<file path="src/rtl/core/assert_macros.svh">
// Assertion helpers used by the RTL of this block.
// Build with NO_ASSERTIONS defined to drop every check.
`ifndef ASSERT_MACROS_SVH
`define ASSERT_MACROS_SVH

`ifndef NO_ASSERTIONS

// Property must hold at every rising clock edge outside reset.
`define ASSERT_PROP(lbl, clk, rst_n, prop, msg) \
  lbl: assert property (@(posedge clk) disable iff (!rst_n) (prop)) else $error(msg);

// Condition must never be true at a rising clock edge outside reset.
`define ASSERT_NEVER(lbl, clk, rst_n, cond, msg) \
  lbl: assert property (@(posedge clk) disable iff (!rst_n) !(cond)) else $error(msg);

`else

`define ASSERT_PROP(lbl, clk, rst_n, prop, msg)
`define ASSERT_NEVER(lbl, clk, rst_n, cond, msg)

`endif

`endif

</file>
<file path="src/rtl/core/cea_pkg.sv">
`default_nettype none

package cea_pkg;

  localparam int unsigned TIME_W  = 64;
  localparam int unsigned SMP_W   = 16;
  localparam int unsigned TOT_W   = 32;
  localparam int unsigned DT_W    = 32;
  localparam int unsigned AMAG_W  = 16;
  localparam int unsigned VOLT_W  = 15;
  localparam int unsigned VA_W    = VOLT_W + AMAG_W;
  localparam int unsigned CPROD_W = AMAG_W + DT_W;
  localparam int unsigned EPROD_W = VA_W + DT_W;

  // Division sequence: reciprocal estimate, back multiply, subtract and
  // three corrections; both lanes step together.
  localparam int unsigned DIV_STEPS = 6;
  localparam int unsigned Q_W       = 28;
  localparam int unsigned CNT_W     = $clog2(DIV_STEPS);

  localparam logic [CNT_W-1:0] DIV_RECIP = CNT_W'(0);
  localparam logic [CNT_W-1:0] DIV_BACK  = CNT_W'(1);
  localparam logic [CNT_W-1:0] DIV_SUB   = CNT_W'(2);

  localparam int unsigned CREM_W = 29;
  localparam int unsigned EREM_W = 36;
  localparam int unsigned CX_W   = 48;
  localparam int unsigned EX_W   = 63;

  // Top bits of each sum feed the reciprocal multiply.
  localparam int unsigned XH_W   = 32;
  localparam int unsigned RCP_SH = 32;
  localparam int unsigned RC_W   = 20;
  localparam int unsigned RE_W   = 28;

  localparam logic [63:0] CHARGE_DIV = 64'd360000000;
  localparam logic [63:0] ENERGY_DIV = 64'd36000000000;
  localparam logic [TOT_W-1:0] TOTAL_MAX = '1;

  localparam logic [RC_W-1:0] CHARGE_RECIP =
    RC_W'((64'd1 << (CX_W - XH_W + RCP_SH)) / CHARGE_DIV);
  localparam logic [RE_W-1:0] ENERGY_RECIP =
    RE_W'((64'd1 << (EX_W - XH_W + RCP_SH)) / ENERGY_DIV);

  typedef enum logic [1:0] {
    KIND_RESET,
    KIND_START,
    KIND_HOLD,
    KIND_ACC
  } kind_e;

  typedef struct packed {
    logic load;
    logic decode;
    logic mul1;
    logic mul2;
    logic sum;
    logic div_step;
    logic commit;
    logic out_load;
  } cea_cmd_t;

  typedef struct packed {
    kind_e kind;
    logic  div_last;
    logic  out_free;
  } cea_sts_t;

endpackage

`default_nettype wire

</file>
<file path="src/rtl/core/cea_ctrl.sv">
`default_nettype none

module cea_ctrl
  import cea_pkg::*;
(
  input  wire logic     clk_i,
  input  wire logic     rst_ni,
  input  wire logic     in_valid_i,
  output logic          in_ready_o,
  output cea_cmd_t      cmd_o,
  input  wire cea_sts_t sts_i
);

  typedef enum logic [2:0] {
    S_IDLE,
    S_DECODE,
    S_MUL1,
    S_MUL2,
    S_SUM,
    S_DIV,
    S_COMMIT,
    S_OUTPUT
  } state_e;

  state_e state_q, state_d;

  always_comb begin
    state_d = state_q;
    cmd_o   = '0;
    unique case (state_q)
      S_IDLE: begin
        if (in_valid_i) begin
          cmd_o.load = 1'b1;
          state_d    = S_DECODE;
        end
      end
      S_DECODE: begin
        cmd_o.decode = 1'b1;
        state_d      = S_MUL1;
      end
      S_MUL1: begin
        cmd_o.mul1 = 1'b1;
        state_d    = (sts_i.kind == KIND_ACC) ? S_MUL2 : S_COMMIT;
      end
      S_MUL2: begin
        cmd_o.mul2 = 1'b1;
        state_d    = S_SUM;
      end
      S_SUM: begin
        cmd_o.sum = 1'b1;
        state_d   = S_DIV;
      end
      S_DIV: begin
        cmd_o.div_step = 1'b1;
        if (sts_i.div_last) begin
          state_d = S_COMMIT;
        end
      end
      S_COMMIT: begin
        cmd_o.commit = 1'b1;
        state_d      = S_OUTPUT;
      end
      S_OUTPUT: begin
        if (sts_i.out_free) begin
          cmd_o.out_load = 1'b1;
          state_d        = S_IDLE;
        end
      end
      default: begin
        state_d = S_IDLE;
      end
    endcase
  end

  always_ff @(posedge clk_i or negedge rst_ni) begin
    if (!rst_ni) begin
      state_q <= S_IDLE;
    end else begin
      state_q <= state_d;
    end
  end

  assign in_ready_o = (state_q == S_IDLE);

endmodule

`default_nettype wire

</file>
<file path="config.mk">
export PLATFORM = sky130hd
export DESIGN_NAME = cea_ctrl
export DESIGN_NICKNAME = d
export VERILOG_FILES = /design/src/rtl/core/assert_macros.svh /design/src/rtl/core/cea_pkg.sv /design/src/rtl/core/cea_ctrl.sv
export SDC_FILE = /design/constraint.sdc
export NUM_CORES = 1
export LEC_CHECK = 0
export ABC_AREA = 1
export BUFFER_PORTS_ARGS = -buffer_cell sky130_fd_sc_hd__clkbuf_2
export CAP_MARGIN = 20
export CELL_PAD_IN_SITES_DETAIL_PLACEMENT = 1
export CELL_PAD_IN_SITES_GLOBAL_PLACEMENT = 1
export CORE_UTILIZATION = 25
export CTS_CLUSTER_SIZE = 24
export DETAILED_ROUTE_END_ITERATION = 12
export GPL_ROUTABILITY_DRIVEN = 0
export PLACE_DENSITY_LB_ADDON = 0.1
export SLEW_MARGIN = 20
export SYNTH_ARGS = -nofsm -noshare
export SYNTH_HDL_FRONTEND = slang
export SYNTH_SLANG_ARGS = --single-unit
</file>
<file path="constraint.sdc">
create_clock -name clk_i -period 1.25 [get_ports clk_i]
set_input_delay 0 -clock clk_i [delete_from_list [all_inputs] [get_ports clk_i]]
set_output_delay 0 -clock clk_i [all_outputs]
set_load 0.02 [all_outputs]
</file>
==> qor.tcl <==
set qor(async_reset_ff_frac) 1.00
set qor(synth.ff_latch_count) 3
set qor(power_density_nw_per_um2) 3000
set qor(synth_most_common_cell) {sky130_fd_sc_hd__nand2_1}
set qor(worstPathMaxFanout) 3
set qor(reg2reg_setup_slack_ns) -0.06
set qor(ys_seq_area_frac) 0.211
set qor(mappedNetlistNets) 65
set qor(grt_max_degree) 10
set qor(grt_util_all_layers) 0.139
set qor(drt-initial-drc-count) 1
set qor(clkPwrFrac) 0.091
set qor(area_growth_syn_to_layout_pct) 76.1
set qor(grt_pass1_vias) 366
set qor(tightestPinTransition_ns) 0.282
set qor(endpoint_kind) {flop}
set qor(classification_of_the_worst_setup_path) {flop to flop}
set qor(final.setup_skew_ns) 0.00210
set qor(rsz_0062_raised_after_global_routing) {yes}
set qor(firstDrtPassIters) 2
set qor(final_period_minus_worst_setup_slack_ns) 1.31
set qor(synth_top_family_by_area) {simple AND/OR/NAND/NOR gates}
set qor(ys_warn_count) 0
set qor(power_switching_uw) 983
set qor(initial_utilization) 0.271
set qor(dpl_cell_area_um2) 477
set qor(detail_route.drc_violations) 0
set qor(routed_vias) 414
set qor(clkTransAtPathRegs_ns) 0.04
set qor(first_pass_grt_wire_length_um) 1480
set qor(synth-edff-count) 0
set qor(hold_slack_ns) 0.0987
set qor(fin_setup_tns_ns) -0.200
set qor(number_of_placement_rows) 13
set qor(final_layout_size_suffix_gt1_frac) 0.646
set qor(worstHoldPathType) {primary input to async pin}
set qor(tritoncts) {yes}
set qor(internal_power_of_the_cells_uw) 902
set qor(syn_area_per_cell_um2) 6.60
set qor(largestRegisters) {state_q: 3 flops}
set qor(cts_num_sinks) 3
set qor(synth_top_cells_by_area) {sky130_fd_sc_hd__dfrtp_1 (21%), sky130_fd_sc_hd__nand2_1 (17%), sky130_fd_sc_hd__ha_1 (14%)}
set qor(synth.largest_area_cell) {sky130_fd_sc_hd__dfrtp_1}
set qor(crit_arrival_ns) 1.43
set qor(synth_cells) 54
set qor(flip_flop_count_of_the_largest_register_all_copies_and_words_added) 3
set qor(globalRouteOverflowTotal) 0
set qor(post_drt_wl_per_cell_um) 11.3
set qor(drt_wl_total_um) 1060
set qor(root_buffer) {sky130_fd_sc_hd__clkbuf_4}
set qor(cts_made_buffers) 3
set qor(dieWidth_um) 39.8
set qor(fmax_ghz) 0.764
set qor(top_register) {state_q}
set qor(violations) {negative setup slack}
set qor(die_h_um) 39.8
set qor(worstRegToRegCells) 9
set qor(timing.final.crit_share) 1.05
set qor(finalNetCount) 91
set qor(io_buffers) 15
set qor(synthSimpleGateAreaFrac) 0.428
set qor(grt_antenna_before_repair) 0
set qor(cts.path.max_buffers) 2
set qor(power_frac_seq) 0.147
set qor(netSwitchingFraction) 0.521
set qor(placeableCoreArea_um2) 1320
set qor(synthAdderAreaFrac) 0.140
set qor(place.detailed.hpwl_um) 742
set qor(finalMaxSlewViolations) 0
set qor(post_synth_num_cell_types) 17
set qor(p_leak_nw) 0.360
set qor(setup_viol) 6
set qor(hold_violations) 0
set qor(synth.top_cells.by_count) {sky130_fd_sc_hd__nand2_1 (16), sky130_fd_sc_hd__inv_1 (9), sky130_fd_sc_hd__ha_1 (4), sky130_fd_sc_hd__nand2_2 (4)}
set qor(worstReg2RegStart) {state_q[1]}
set qor(cp.required_ns) 1.37
set qor(worst_slew_margin_rel) 0.812
set qor(vias_per_cell) 4.40
set qor(cap_viol_max_count) 0
set qor(layout.cell_area.non_filler_um2) 628
set qor(muxShareOfSynthArea) 0
set qor(p_comb_frac) 0.762
set qor(die_area_um2) 1580
set qor(number_of_diodes) 0
set qor(fillerInstances) 184
set qor(synth_flop_cell) {sky130_fd_sc_hd__dfrtp_1}
set qor(cts.htree.levels) 1
set qor(synth_top_cell_area_share) 0.211
set qor(timing.rr.end) {state_q[0]}
set qor(fin_total_pwr_mw) 1.88
set qor(status) {finished, violations left}
set qor(synth-compound-area-share) 0.0561
set qor(insertion_delay_ns) 0.23
set qor(netlist_area_um2) 357
set qor(place_worst_setup_slack_ns) -0.0829
set qor(drt.antenna.violating_nets) 0
set qor(ir_drop_uv) 1010
set qor(setup_ws_ns) -0.0593
set qor(floorplan.io_pins) 16
set qor(start_kind) {flop}
set qor(synth_xor_xnor_area_share) 0
-- cells by family after synthesis --
logic type	Yosys count
AOI/OAI and AO/OA	4
adders and majority gates	4
and+or+nand+nor	30
buffers and inverters	13
DFF	3
-- placed cells by master (no fill, tap or decap), types with 2 or more instances in the layout --
cell type / netlist / layout
sky130_fd_sc_hd__o21ai_1: 3 / 3
sky130_fd_sc_hd__buf_6: 1 / 2
sky130_fd_sc_hd__ha_2: 0 / 2
sky130_fd_sc_hd__clkbuf_2: 0 / 8
sky130_fd_sc_hd__inv_4: 1 / 3
sky130_fd_sc_hd__inv_1: 9 / 5
sky130_fd_sc_hd__ha_4: 0 / 2
sky130_fd_sc_hd__clkbuf_4: 0 / 3
sky130_fd_sc_hd__inv_2: 1 / 3
sky130_fd_sc_hd__nand2_2: 4 / 6
sky130_fd_sc_hd__nor2_4: 2 / 5
sky130_fd_sc_hd__buf_4: 0 / 7
sky130_fd_sc_hd__nor2_1: 3 / 2
sky130_fd_sc_hd__nand2_1: 16 / 12
sky130_fd_sc_hd__dfrtp_1: 3 / 2
sky130_fd_sc_hd__buf_2: 0 / 3
sky130_fd_sc_hd__nand2_4: 1 / 3
-- routing by layer --
layer,up-vias,share of wire,global-route usage
met2,11,0.56,0.217
met5,-,0,0
met1,194,0.40,0.191
met3,0,0.039,0.0511
li1,209,-,-
met4,0,0,0
-- worst max-delay path by stage --
stage / from / cells past startpoint / to
floorplan: state_q[0] / 9 / state_q[1]
global placement: state_q[0] / 8 / state_q[0]
detailed placement: state_q[0] / 9 / state_q[2]
CTS: state_q[1] / 7 / state_q[0]
global route: state_q[1] / 9 / state_q[0]
finish: state_q[1] / 9 / state_q[0]
-- through the flow --
| stage | instances | utilization |
|---|---|---|
| 2_1_floorplan | 54 | - |
| 3_3_place_gp | 87 | 0.362 |
| 3_5_place_dp | 87 | 0.362 |
| 4_1_cts | 94 | 0.445 |
| 5_1_grt | 94 | 0.477 |
| 6_report | 94 | 0.477 |
-- area by class of cell --
class / instances / area [um^2] / share of cell area
repair buffers: 22 / 155 / 0.247
clock buffers: 4 / 26.3 / 0.0418
well taps: 15 / 18.8 / 0.0299
inverters: 12 / 52.6 / 0.0837
flip-flops and latches: 3 / 76.3 / 0.122
multi-input cells: 38 / 299 / 0.476
-- what timing repair did --
action,CTS,global route
buffers inserted,2,0
hold buffers,1,0
endpoints found under the setup margin,10,12
hold endpoints to repair,3,0
resized for setup,17,21
pin swaps,3,3
-- critical path, cell delays in order (launching register included) --
cell and delay [ns]:
sky130_fd_sc_hd__dfrtp_1 0.40, sky130_fd_sc_hd__inv_2 0.12, sky130_fd_sc_hd__ha_2 0.22, sky130_fd_sc_hd__nand2_2 0.10
sky130_fd_sc_hd__nand2_2 0.10, sky130_fd_sc_hd__nor2_4 0.04, sky130_fd_sc_hd__nand2_1 0.05, sky130_fd_sc_hd__nand2_1 0.06
sky130_fd_sc_hd__nand2_1 0.06, sky130_fd_sc_hd__nand2_1 0.04
-- power by group through the flow --
stage / registers, mW / clock network, mW / logic [mW]
after floorplan: 0.188 / 0 / 0.828
after global placement: 0.253 / 0 / 1.07
after detailed placement: 0.254 / 0 / 1.07
after CTS: 0.273 / 0.173 / 1.27
after global routing: 0.291 / 0.187 / 1.56
final: 0.276 / 0.172 / 1.44
Note: power is estimated with default switching activity, not from simulation.
